===== src/battery_soc_estimator_unit_assert.svh =====
// Assertion macros for the battery state-of-charge estimator.
// Included by the top level; no other dependencies.
`ifndef BATTERY_SOC_ESTIMATOR_UNIT_ASSERT_SVH
`define BATTERY_SOC_ESTIMATOR_UNIT_ASSERT_SVH

`ifndef SYNTH
// cond must never hold outside reset
`define BSE_ASSERT_NEVER(name, clk, rst_n, cond) \
  name: assert property (@(posedge clk) disable iff (!rst_n) !(cond)) \
    else $error("bse assertion failed");
// ante in one cycle implies cons in the next
`define BSE_ASSERT_NEXT(name, clk, rst_n, ante, cons) \
  name: assert property (@(posedge clk) disable iff (!rst_n) (ante) |=> (cons)) \
    else $error("bse assertion failed");
`else
`define BSE_ASSERT_NEVER(name, clk, rst_n, cond)
`define BSE_ASSERT_NEXT(name, clk, rst_n, ante, cons)
`endif

`endif


===== src/bse_pkg.sv =====
// Shared constants, tables and control types for the battery SoC estimator.
// No dependencies.
package bse_pkg;

  // Block length; assumed a power of two so the average is a plain shift
  localparam int SAMPLES     = 16;
  localparam int SAMPLE_W    = 12;
  localparam int RATIO_W     = 16;
  localparam int MV_W        = 16;
  localparam int PCT_W       = 7;
  localparam int SUM_W       = $clog2(SAMPLES * 4095 + 1);
  localparam int CNT_W       = (SAMPLES > 1) ? $clog2(SAMPLES) : 1;
  localparam int PROD_W      = SUM_W + RATIO_W;
  localparam int SHIFT       = $clog2(SAMPLES) + 12;

  localparam logic [RATIO_W-1:0] RATIO_RESET = 16'd18882;
  localparam logic [MV_W-1:0]    MV_MAX      = 16'hFFFF;
  localparam logic [PCT_W-1:0]   PCT_FULL    = 7'd100;
  localparam logic [PCT_W-1:0]   PCT_EMPTY   = 7'd0;

  // 4S LiFePO4 curve, top point first
  localparam int TABLE_POINTS = 11;
  localparam int SEG_W        = $clog2(TABLE_POINTS);
  localparam logic [MV_W-1:0] SOC_MV [TABLE_POINTS] = '{
    16'd13600, 16'd13400, 16'd13330, 16'd13200, 16'd13100, 16'd13000,
    16'd12900, 16'd12800, 16'd12500, 16'd12000, 16'd10000
  };
  localparam logic [PCT_W-1:0] SOC_PCT [TABLE_POINTS] = '{
    7'd100, 7'd99, 7'd90, 7'd70, 7'd40, 7'd30, 7'd20, 7'd17, 7'd14, 7'd9, 7'd0
  };

  // Interpolation datapath widths (widest segment is 2000 mV, steepest 30 %)
  localparam int DIFF_W  = 12;
  localparam int DEN_W   = 11;
  localparam int DPCT_W  = 5;
  localparam int NUM_W   = DIFF_W + DPCT_W;
  localparam int QW      = 7;
  localparam int REM_W   = 18;
  localparam int STEP_W  = $clog2(QW);

  typedef enum logic [6:0] {
    ST_ACCUM = 7'b0000001,
    ST_MUL   = 7'b0000010,
    ST_SAT   = 7'b0000100,
    ST_SEG   = 7'b0001000,
    ST_PRE   = 7'b0010000,
    ST_DIV   = 7'b0100000,
    ST_DONE  = 7'b1000000
  } bse_state_e;

  typedef struct packed {
    logic acc_en;
    logic mul_en;
    logic sat_en;
    logic seg_en;
    logic pre_en;
    logic div_step;
    logic out_load;
  } bse_cmd_t;

  typedef struct packed {
    logic last_sample;
    logic out_free;
  } bse_status_t;

endpackage


===== src/bse_ctrl.sv =====
// Sequencer for the battery SoC estimator: accumulate, scale, interpolate.
// Depends on bse_pkg.
module bse_ctrl
  import bse_pkg::*;
(
  input  logic        clk_i,
  input  logic        rst_ni,
  input  logic        in_valid_i,
  output logic        in_ready_o,
  input  bse_status_t status_i,
  output bse_cmd_t    cmd_o
);

  bse_state_e        state_q, state_d;
  logic [STEP_W-1:0] step_q, step_d;

  always_comb begin
    state_d    = state_q;
    step_d     = step_q;
    cmd_o      = '0;
    in_ready_o = 1'b0;
    unique case (state_q)
      ST_ACCUM: begin
        in_ready_o   = 1'b1;
        cmd_o.acc_en = in_valid_i;
        if (in_valid_i && status_i.last_sample) begin
          state_d = ST_MUL;
        end
      end
      ST_MUL: begin
        cmd_o.mul_en = 1'b1;
        state_d      = ST_SAT;
      end
      ST_SAT: begin
        cmd_o.sat_en = 1'b1;
        state_d      = ST_SEG;
      end
      ST_SEG: begin
        cmd_o.seg_en = 1'b1;
        state_d      = ST_PRE;
      end
      ST_PRE: begin
        cmd_o.pre_en = 1'b1;
        step_d       = '0;
        state_d      = ST_DIV;
      end
      ST_DIV: begin
        cmd_o.div_step = 1'b1;
        if (step_q == STEP_W'(QW - 1)) begin
          state_d = ST_DONE;
        end else begin
          step_d = step_q + 1'b1;
        end
      end
      ST_DONE: begin
        // hold the finished result until the output register is free
        if (status_i.out_free) begin
          cmd_o.out_load = 1'b1;
          state_d        = ST_ACCUM;
        end
      end
      default: begin
        state_d = ST_ACCUM;
      end
    endcase
  end

  always_ff @(posedge clk_i or negedge rst_ni) begin
    if (!rst_ni) begin
      state_q <= ST_ACCUM;
      step_q  <= '0;
    end else begin
      state_q <= state_d;
      step_q  <= step_d;
    end
  end

endmodule


===== src/bse_datapath.sv =====
// Datapath: sample accumulator, ratio scaling, segment search, restoring
// divider for the interpolation and the output register. Depends on bse_pkg.
module bse_datapath
  import bse_pkg::*;
(
  input  logic                clk_i,
  input  logic                rst_ni,
  input  bse_cmd_t            cmd_i,
  output bse_status_t         status_o,
  input  logic                cfg_we_i,
  input  logic [RATIO_W-1:0]  divider_ratio_i,
  input  logic [SAMPLE_W-1:0] sample_mv_i,
  output logic                out_valid_o,
  input  logic                out_ready_i,
  output logic [MV_W-1:0]     battery_mv_o,
  output logic [PCT_W-1:0]    charge_percent_o
);

  logic [RATIO_W-1:0] ratio_q;
  logic [SUM_W-1:0]   sum_q;
  logic [CNT_W-1:0]   cnt_q;
  logic [PROD_W-1:0]  prod_q;
  logic [MV_W-1:0]    mv_q;
  logic [SEG_W-1:0]   seg_q;
  logic               top_q, bot_q;
  logic [DIFF_W-1:0]  diff_q;
  logic [REM_W-1:0]   rem_q;
  logic [REM_W-1:0]   dsr_q;
  logic [QW-1:0]      quo_q;
  logic               out_valid_q;
  logic [MV_W-1:0]    out_mv_q;
  logic [PCT_W-1:0]   out_pct_q;

  logic               last;
  logic [PROD_W-1:0]  scaled;
  logic [MV_W-1:0]    mv_sat;
  logic [SEG_W-1:0]   seg_idx;
  logic [SEG_W-1:0]   seg_lo, cur_lo;
  logic [DEN_W-1:0]   den;
  logic [DPCT_W-1:0]  dpct;
  logic [NUM_W-1:0]   num;
  logic               rem_ge;
  logic [PCT_W:0]     pct_sum;
  logic [PCT_W-1:0]   pct;

  assign last = (cnt_q == CNT_W'(SAMPLES - 1));

  // average and scale: shift out SAMPLES and the Q4.12 fraction, then saturate
  assign scaled = prod_q >> SHIFT;
  assign mv_sat = (scaled > PROD_W'(MV_MAX)) ? MV_MAX : scaled[MV_W-1:0];

  // lowest-index segment whose lower point is reached; table points fall upward
  always_comb begin
    seg_idx = SEG_W'(TABLE_POINTS - 2);
    for (int i = TABLE_POINTS - 2; i >= 0; i--) begin
      if (mv_q >= SOC_MV[i+1]) begin
        seg_idx = SEG_W'(i);
      end
    end
  end
  assign seg_lo = SEG_W'(seg_idx + 1'b1);
  assign cur_lo = SEG_W'(seg_q + 1'b1);

  assign den  = DEN_W'(SOC_MV[seg_q] - SOC_MV[cur_lo]);
  assign dpct = DPCT_W'(SOC_PCT[seg_q] - SOC_PCT[cur_lo]);
  assign num  = NUM_W'(diff_q) * NUM_W'(dpct);

  assign rem_ge = (rem_q >= dsr_q);

  assign pct_sum = {1'b0, SOC_PCT[cur_lo]} + {1'b0, quo_q};
  always_comb begin
    if (top_q) begin
      pct = PCT_FULL;
    end else if (bot_q) begin
      pct = PCT_EMPTY;
    end else if (pct_sum > {1'b0, PCT_FULL}) begin
      pct = PCT_FULL;
    end else begin
      pct = pct_sum[PCT_W-1:0];
    end
  end

  always_ff @(posedge clk_i or negedge rst_ni) begin
    if (!rst_ni) begin
      ratio_q     <= RATIO_RESET;
      sum_q       <= '0;
      cnt_q       <= '0;
      out_valid_q <= 1'b0;
    end else begin
      if (cfg_we_i) begin
        ratio_q <= divider_ratio_i;
      end
      if (cmd_i.acc_en) begin
        sum_q <= sum_q + SUM_W'(sample_mv_i);
        cnt_q <= last ? '0 : cnt_q + 1'b1;
      end else if (cmd_i.mul_en) begin
        sum_q <= '0;
      end
      if (cmd_i.out_load) begin
        out_valid_q <= 1'b1;
      end else if (out_ready_i) begin
        out_valid_q <= 1'b0;
      end
    end
  end

  always_ff @(posedge clk_i) begin
    if (cmd_i.mul_en) begin
      prod_q <= PROD_W'(sum_q) * PROD_W'(ratio_q);
    end
    if (cmd_i.sat_en) begin
      mv_q <= mv_sat;
    end
    if (cmd_i.seg_en) begin
      seg_q  <= seg_idx;
      top_q  <= (mv_q >= SOC_MV[0]);
      bot_q  <= (mv_q <= SOC_MV[TABLE_POINTS-1]);
      diff_q <= DIFF_W'(mv_q - SOC_MV[seg_lo]);
    end
    // (2*num + den) / (2*den), divisor pre-aligned to the top quotient bit
    if (cmd_i.pre_en) begin
      rem_q <= {num, 1'b0} + REM_W'(den);
      dsr_q <= REM_W'(den) << QW;
      quo_q <= '0;
    end else if (cmd_i.div_step) begin
      if (rem_ge) begin
        rem_q <= rem_q - dsr_q;
      end
      quo_q <= {quo_q[QW-2:0], rem_ge};
      dsr_q <= dsr_q >> 1;
    end
    if (cmd_i.out_load) begin
      out_mv_q  <= mv_q;
      out_pct_q <= pct;
    end
  end

  assign status_o.last_sample = last;
  assign status_o.out_free    = !out_valid_q || out_ready_i;

  assign out_valid_o      = out_valid_q;
  assign battery_mv_o     = out_mv_q;
  assign charge_percent_o = out_pct_q;

endmodule


===== src/battery_soc_estimator_unit.sv =====
// A result is valid once the transaction carrying a block's last sample has passed the scaling sequence
// and the 7-step restoring divider. Throughput: one sample per cycle inside a block; no sample is
// accepted while the scaling and divider sequence runs, so the next block waits until it is done.
// A full output register stalls the sequencer before it returns to accumulation.
// Reset (rst_ni, async, active low): empty accumulator, no result pending, ratio 4.61.
// Depends on bse_pkg, bse_ctrl, bse_datapath and the assertion macro header.
`include "battery_soc_estimator_unit_assert.svh"
module battery_soc_estimator_unit
  import bse_pkg::*;
(
  input  logic                clk_i,
  input  logic                rst_ni,
  input  logic                cfg_we_i,
  input  logic [RATIO_W-1:0]  divider_ratio_i,
  input  logic                in_valid_i,
  output logic                in_ready_o,
  input  logic [SAMPLE_W-1:0] sample_mv_i,
  output logic                out_valid_o,
  input  logic                out_ready_i,
  output logic [MV_W-1:0]     battery_mv_o,
  output logic [PCT_W-1:0]    charge_percent_o
);

  bse_cmd_t    cmd;
  bse_status_t status;

  bse_ctrl u_ctrl (
    .clk_i      (clk_i),
    .rst_ni     (rst_ni),
    .in_valid_i (in_valid_i),
    .in_ready_o (in_ready_o),
    .status_i   (status),
    .cmd_o      (cmd)
  );

  bse_datapath u_datapath (
    .clk_i            (clk_i),
    .rst_ni           (rst_ni),
    .cmd_i            (cmd),
    .status_o         (status),
    .cfg_we_i         (cfg_we_i),
    .divider_ratio_i  (divider_ratio_i),
    .sample_mv_i      (sample_mv_i),
    .out_valid_o      (out_valid_o),
    .out_ready_i      (out_ready_i),
    .battery_mv_o     (battery_mv_o),
    .charge_percent_o (charge_percent_o)
  );

  `BSE_ASSERT_NEVER(a_cmd_onehot, clk_i, rst_ni, !$onehot0(cmd))
  `BSE_ASSERT_NEVER(a_load_free, clk_i, rst_ni, cmd.out_load && !status.out_free)
  `BSE_ASSERT_NEXT(a_load_valid, clk_i, rst_ni, cmd.out_load, out_valid_o)
  `BSE_ASSERT_NEVER(a_pct_range, clk_i, rst_ni, out_valid_o && (charge_percent_o > PCT_FULL))

endmodule

===== config.mk =====
export PLATFORM = sky130hd
export DESIGN_NAME = battery_soc_estimator_unit
export DESIGN_NICKNAME = d
export VERILOG_FILES = /design/src/bse_pkg.sv /design/src/bse_ctrl.sv /design/src/bse_datapath.sv /design/src/battery_soc_estimator_unit.sv
export VERILOG_INCLUDE_DIRS = /design/src /design/src/src
export SDC_FILE = /design/constraint.sdc
export NUM_CORES = 1
export LEC_CHECK = 0
export BUFFER_PORTS_ARGS = -buffer_cell sky130_fd_sc_hd__buf_2
export CORE_MARGIN = 3
export CORE_UTILIZATION = 65
export CTS_BUF_LIST = sky130_fd_sc_hd__clkbuf_8
export DETAILED_ROUTE_END_ITERATION = 16
export PLACE_DENSITY = 0.92
export SLEW_MARGIN = 0
export SYNTH_ARGS = -nofsm -noshare
export SYNTH_HDL_FRONTEND = slang
export SYNTH_HIERARCHICAL = 1
export SYNTH_SLANG_ARGS = --single-unit

===== constraint.sdc =====
create_clock -name clk_i -period 21 [get_ports clk_i]
set_input_delay 1.05 -clock clk_i [delete_from_list [all_inputs] [get_ports clk_i]]
set_output_delay 1.05 -clock clk_i [all_outputs]
set_load 0.05 [all_outputs]

==> flow_metrics.env, run 1 <==
export IMPL_outcome="completed"
export IMPL_htree_num_levels=4
export IMPL_met2_wirelength_um=23500
export IMPL_cp_data_required_time_ns=21.24
export IMPL_min_path_type="reg -> reg"
export IMPL_antenna_cells=0
export IMPL_fraction_of_synthesized_cell_area_taken_by_the_top_area_cell_type_pct=23.1
export IMPL_timing_critical_path_to_type="register"
export IMPL_synthArstFlopShare_pct=28.8
export IMPL_pin_count=58
export IMPL_wirelength_met1_um=18400
export IMPL_finalWeightedCongestion=0.936
export IMPL_drtIter0Drc=1372
export IMPL_clk_transition_reported_paths_ns=0.11
export IMPL_start_kind="register"
export IMPL_critPathKind="reg -> reg"
export IMPL_grt_first_pass_wirelength_um=80600
export IMPL_finalSetupTns_ns=0
export IMPL_cts_hold_buffers=0
export IMPL_worst_ep_arrival_time_ns=8.66
export IMPL_area_occupied_by_multi_input_gates_um2=13800
export IMPL_die_area_um2=32800
export IMPL_most_common_layout_cells="347 x sky130_fd_sc_hd__inv_1, 262 x sky130_fd_sc_hd__nand2_1, 230 x sky130_fd_sc_hd__fa_1, 213 x sky130_fd_sc_hd__ha_1, 117 x sky130_fd_sc_hd__and2_1"
export IMPL_wl_um=48300
export IMPL_timing_hold_violations_final=0
export IMPL_topRoutingLayerUsed="met4"
export IMPL_reg_to_reg_slack_setup_ns=12.58
export IMPL_min_delay_start="u_datapath/prod_q[29]$_DFFE_PP_"
export IMPL_post_synth_main_area_contributors="sky130_fd_sc_hd__fa_1 23%, sky130_fd_sc_hd__edfxtp_1 15%, sky130_fd_sc_hd__ha_1 13%"
export IMPL_firstDrtPassIters=6
export IMPL_antenna_left=0
export IMPL_buffers_from_clock_root_to_sink_at_most=2
export IMPL_maxCapViolCount=0
export IMPL_numPortBuffers=57
export IMPL_layout_area_overhead_vs_synth_pct=4.76
export IMPL_most_common_cell_after_layout_fill_and_taps_aside="sky130_fd_sc_hd__inv_1"
export IMPL_post_synthesis_sequential_area_ratio_pct=22.7
export IMPL_syn_avg_cell_area_um2=9.35
export IMPL_met3_wirelength_um=4020
export IMPL_wire_per_inst_um=19.1
export IMPL_grt_max_degree=48
export IMPL_worstPathBufferInverterCount=3
export IMPL_critical_path_max_stage_delay_ns=0.75
export IMPL_dp_final_hpwl_um=36100
export IMPL_rsz_0062_raised_after_global_routing="no"
export IMPL_layout_net_count=2606
export IMPL_end_point_of_the_most_critical_hold_path="u_datapath/mv_q[13]$_DFFE_PP_"
export IMPL_syn_cell_area_um2=19900
export IMPL_worst_reg_to_reg_cells=29
export IMPL_grt_overflow=0
export IMPL_slew_headroom_pct=12.2
export IMPL_postSynthRegisterBits=163
export IMPL_mappedNetlistNets=2607
export IMPL_synth_top_area_cell="sky130_fd_sc_hd__fa_1"
export IMPL_placeableCoreArea_um2=30000
export IMPL_drv_slew=0
export IMPL_cts_repair_resized=0
export IMPL_via_per_inst=6.06
export IMPL_cts_sink_count=163
export IMPL_clk_latency_ns=0.52
export IMPL_ctsRootBufferMaster="sky130_fd_sc_hd__clkbuf_8"
export IMPL_postCtsSetupBuffers=0
export IMPL_yosysWarningCount=6
export IMPL_antenna_found_initial=0
export IMPL_grt_total_usage_pct=30.4
export IMPL_reg2reg_to="u_datapath/rem_q[17]$_DFFE_PP_"
export IMPL_cpMaxStageDelayCell="sky130_fd_sc_hd__edfxtp_1"
export IMPL_first_global_vias=16536
export IMPL_max_clock_freq_mhz=119
export IMPL_tritoncts_clock_tree="built"
export IMPL_area_sequential_um2=4530
export IMPL_synth_cells=2131
export IMPL_ys_flop_type="sky130_fd_sc_hd__edfxtp_1"
export IMPL_tightest_slew_ns=1.31
export IMPL_crit_family="adder cells"
export IMPL_post_synth_edffs=102
export IMPL_finalWorstPathRequiredPeriod_ns=8.42
export IMPL_holdPathStages=0
export IMPL_synth_cell_types=84
export IMPL_fin_hold_ws_ns=0.429
export IMPL_route_vias_total=15352
export IMPL_setup_violations_final=0
export IMPL_layout_filler_cells=2111
export IMPL_detail_route_drc_violations=0
export IMPL_layout_worst_path_cycle_share_pct=40.1
export IMPL_critical_path_reg2reg_startpoint="u_datapath/seg_q[3]$_DFFE_PP_"
export IMPL_die_w_um=181
export IMPL_die_height_um=181
export IMPL_initial_core_utilization_pct=66.5
export IMPL_clock_skew_ns=0.0263
export IMPL_drive_gt1_share_pct=7.00
export IMPL_preCtsSetupSlack_ns=12.74
export IMPL_critical_path_max_fanout=20
export IMPL_cts_buffers_inserted=17
export IMPL_final_setup_worst_slack_ns=12.58
export IMPL_cell_rows=63
synth_stat cells, types with 10 or more instances:
cell type and n:
sky130_fd_sc_hd__a21o_1 28, sky130_fd_sc_hd__mux2i_1 22, sky130_fd_sc_hd__a211oi_1 12, sky130_fd_sc_hd__xnor2_1 65, sky130_fd_sc_hd__a31oi_1 10, sky130_fd_sc_hd__and2_1 117, sky130_fd_sc_hd__o21bai_1 13, sky130_fd_sc_hd__fa_1 230
sky130_fd_sc_hd__edfxtp_1 102, sky130_fd_sc_hd__mux2_2 22, sky130_fd_sc_hd__o21a_1 15, sky130_fd_sc_hd__dfxtp_1 14, sky130_fd_sc_hd__and3_1 10, sky130_fd_sc_hd__nor2_1 101, sky130_fd_sc_hd__clkbuf_1 75, sky130_fd_sc_hd__nand2_1 262
sky130_fd_sc_hd__a21oi_1 80, sky130_fd_sc_hd__nor2b_1 32, sky130_fd_sc_hd__nand3_1 20, sky130_fd_sc_hd__xor2_1 25, sky130_fd_sc_hd__inv_1 347, sky130_fd_sc_hd__dfrtp_1 40, sky130_fd_sc_hd__o21ai_0 71, sky130_fd_sc_hd__ha_1 213
sky130_fd_sc_hd__nor3_1 17, sky130_fd_sc_hd__nand2b_1 35
kinds of logic after synthesis:
group	share of synthesized area (%)
simple gates	15.9
xor+xnor	3.96
fa+ha+maj	36.5
mux	2.35
compound gates	10.3
flops	22.7
buf+inv	8.20
final cells by class:
cell class	count	share of cell area (%)
clock buffer	17	1.12
clock inverter	15	0.990
inverter	347	6.24
multi-input combinational	1537	66.0
sequential	163	21.7
tap	390	2.34
timing repair buffer	64	1.62
how the worst max path moves through the flow:
stage,start,end,slack [ns],cells after the start
after CTS,u_datapath/seg_q[3]$_DFFE_PP_,u_datapath/rem_q[17]$_DFFE_PP_,12.70,29
after global routing,u_datapath/seg_q[3]$_DFFE_PP_,u_datapath/rem_q[17]$_DFFE_PP_,11.95,29
after detailed placement,u_datapath/seg_q[3]$_DFFE_PP_,u_datapath/rem_q[17]$_DFFE_PP_,12.74,29
final,u_datapath/seg_q[3]$_DFFE_PP_,u_datapath/rem_q[17]$_DFFE_PP_,12.58,29
after floorplan,u_datapath/seg_q[1]$_DFFE_PP_,u_datapath/rem_q[17]$_DFFE_PP_,13.68,32
after global placement,u_datapath/seg_q[3]$_DFFE_PP_,u_datapath/rem_q[17]$_DFFE_PP_,13.00,29
sequential cells by signal (all words and copies together) (netlist names):
| name | cells |
|---|---|
| u_datapath/dsr_q | 18 |
| u_datapath/rem_q | 18 |
| u_datapath/battery_mv_o | 16 |
| u_datapath/mv_q | 16 |
| u_datapath/prod_q | 16 |
| u_datapath/ratio_q | 16 |
| u_datapath/sum_q | 16 |
| u_datapath/diff_q | 12 |
| u_ctrl/state_q | 7 |
| u_datapath/charge_percent_o | 7 |
| u_datapath/quo_q | 7 |
| u_datapath/cnt_q | 4 |
| u_datapath/seg_q | 4 |
| u_ctrl/step_q | 3 |
| u_datapath/bot_q | 1 |
| u_datapath/out_valid_o | 1 |
| u_datapath/top_q | 1 |
stage by stage:
| stage | utilization [%] | area, µm² | cells |
|---|---|---|---|
| 5_1_grt | 69.7 | 20900 | 2533 |
| 3_5_place_dp | 68.2 | 20400 | 2501 |
| 4_1_cts | 69.7 | 20900 | 2533 |
| 2_1_floorplan | - | 19900 | 2131 |
| 6_report | 69.7 | 20900 | 2533 |
| 3_3_place_gp | 68.2 | 20400 | 2501 |
worst register-to-register path: cells and delay by family, from the launching register on:
kind	cells	cell delay [ns]
adder cells (fa/ha/maj)	7	2.94
AND/OR/NAND/NOR	9	1.49
XOR/XNOR	4	1.41
AO/OA/AOI/OAI	4	0.78
flip-flops	1	0.75
multiplexers	2	0.43
buffers and inverters	3	0.34
metal layers:
metal	up-vias	global-route usage [%]
met3	224	6.56
met4	0	15.1
li1	6911	-
met1	7481	37.8
met2	736	50.7
met5	-	0
Power of run 1 is left out: the tool's default activity adds up to more than one toggle a clock period on the data nets, which glitch-free logic cannot reach.
==> run 2: changes to the inputs <==
Clock period 21 ns to 8.37 ns, I/O delays scaled along.
==> flow_metrics.env, run 2 (synthesis results as in run 1) <==
export IMPL_max_clock_freq_mhz=126
export IMPL_grt_max_degree=48
export IMPL_antenna_left=0
export IMPL_buffers_from_clock_root_to_sink_at_most=2
export IMPL_htree_num_levels=4
export IMPL_wl_um=48200
export IMPL_cts_buffers_inserted=17
export IMPL_slew_headroom_pct=19.7
export IMPL_start_kind="register"
export IMPL_clk_latency_ns=0.51
export IMPL_layout_area_overhead_vs_synth_pct=5.11
export IMPL_dp_final_hpwl_um=35800
export IMPL_die_height_um=181
export IMPL_cts_sink_count=163
export IMPL_tritoncts_clock_tree="built"
export IMPL_most_common_cell_after_layout_fill_and_taps_aside="sky130_fd_sc_hd__inv_1"
export IMPL_placeableCoreArea_um2=30000
export IMPL_layout_worst_path_cycle_share_pct=95.0
export IMPL_min_path_type="in -> async"
export IMPL_finalWorstPathRequiredPeriod_ns=7.95
export IMPL_finalSetupTns_ns=0
export IMPL_finalWeightedCongestion=0.883
export IMPL_fin_hold_ws_ns=0.00414
export IMPL_grt_use_met3_pct=5.03
export IMPL_maxCapViolCount=0
export IMPL_setup_violations_final=0
export IMPL_post_route_cell_area_um2=20900
export IMPL_ctsRootBufferMaster="sky130_fd_sc_hd__clkbuf_8"
export IMPL_firstDrtPassIters=6
export IMPL_cpMaxStageDelayCell="sky130_fd_sc_hd__edfxtp_1"
export IMPL_cell_rows=63
export IMPL_numPortBuffers=57
export IMPL_layout_net_count=2615
export IMPL_cp_data_required_time_ns=8.62
export IMPL_critical_path_max_fanout=11
export IMPL_use_met1_pct=38.0
export IMPL_drv_slew=0
export IMPL_route_vias_total=15449
export IMPL_outcome="completed"
export IMPL_top_regs="u_datapath/dsr_q x18, u_datapath/rem_q x18"
export IMPL_critPathKind="reg -> reg"
export IMPL_detailed_place_area_um2=20500
export IMPL_grt_total_usage_pct=30.2
export IMPL_clk_transition_reported_paths_ns=0.11
export IMPL_gr_usage_met2_pct=51.9
export IMPL_pin_count=58
export IMPL_grt_first_pass_wirelength_um=80100
export IMPL_timing_hold_violations_final=0
export IMPL_die_area_um2=32800
export IMPL_antenna_found_initial=0
export IMPL_most_common_layout_cells="347 x sky130_fd_sc_hd__inv_1, 262 x sky130_fd_sc_hd__nand2_1, 230 x sky130_fd_sc_hd__fa_1, 213 x sky130_fd_sc_hd__ha_1, 117 x sky130_fd_sc_hd__and2_1"
export IMPL_drive_gt1_share_pct=7.39
export IMPL_drtIter0Drc=1330
export IMPL_worst_ep_arrival_time_ns=8.20
export IMPL_rsz_0062_raised_after_global_routing="no"
export IMPL_grt_overflow=0
export IMPL_initial_core_utilization_pct=66.5
export IMPL_antenna_cells=0
export IMPL_timing_critical_path_to_type="register"
export IMPL_via_per_inst=6.08
export IMPL_clock_skew_ns=0.0174
export IMPL_cpMostUsedCell="sky130_fd_sc_hd__ha_1"
export IMPL_detail_route_drc_violations=0
export IMPL_tightest_slew_ns=1.20
export IMPL_cts_hold_buffers=0
export IMPL_critical_path_max_stage_delay_ns=0.61
export IMPL_gr_max_usage_layer="met2"
export IMPL_die_w_um=181
export IMPL_first_global_vias=16496
export IMPL_wire_per_inst_um=19.0
==> run 2: final timing paths <==
kind / depth (start not counted) / end / slack, ns / start
max: 30 / u_datapath/rem_q[17]$_DFFE_PP_ / 0.42 / u_datapath/seg_q[1]$_DFFE_PP_
max in group asynchronous: 2 / u_datapath/sum_q[2]$_DFFE_PN0P_ / 7.86 / rst_ni
min: 2 / u_datapath/out_valid_o$_DFFE_PN0P_ / 0.004 / rst_ni
max reg2reg: 30 / u_datapath/rem_q[17]$_DFFE_PP_ / 0.42 / u_datapath/seg_q[1]$_DFFE_PP_
min reg2reg: 0 / u_datapath/mv_q[4]$_DFFE_PP_ / 0.43 / u_datapath/prod_q[20]$_DFFE_PP_
min in group clk_i: 2 / u_datapath/ratio_q[11]$_DFFE_PN1P_ / 0.14 / divider_ratio_i[11]
==> run 2: cell type report <==
class / count / area (µm²)
Inverter: 347 / 1300
Fill cell: 2082 / 9020
Multi-Input combinational cell: 1537 / 13800
Clock buffer: 17 / 234
Clock inverter: 15 / 209
Sequential cell: 163 / 4530
Tap cell: 390 / 488
Timing Repair Buffer: 73 / 405
==> run 2: routing by layer <==
layer,vias to the layer above,wire length (µm)
met4,0,2070
met1,7572,18400
met3,200,3940
met2,740,23800
li1,6937,-
met5,-,0
==> run 2: timing repair <==
item	CTS	global route
endpoints found under the setup margin	0	1
resized for setup	0	0
hold endpoints to repair	0	0
buffers inserted	0	4
==> run 2: stage by stage <==
step,instances,worst slack [ns],util [%]
final,2542,0.418,69.9
after detailed placement,2506,0.497,68.3
after CTS,2538,0.479,69.8
after global routing,2542,0.0364,69.9
after floorplan,2131,1.05,-
after global placement,2506,0.754,68.3
==> run 2: critical path, delay by kind of cell, from the launching register on <==
kind	cells	cell delay, ns
compound gates	6	1.11
xor+xnor	3	0.56
fa+ha+maj	9	3.61
buf+inv	4	0.25
flops	1	0.61
mux	2	0.42
simple gates	6	1.11
Power of run 2 is left out for the same reason.
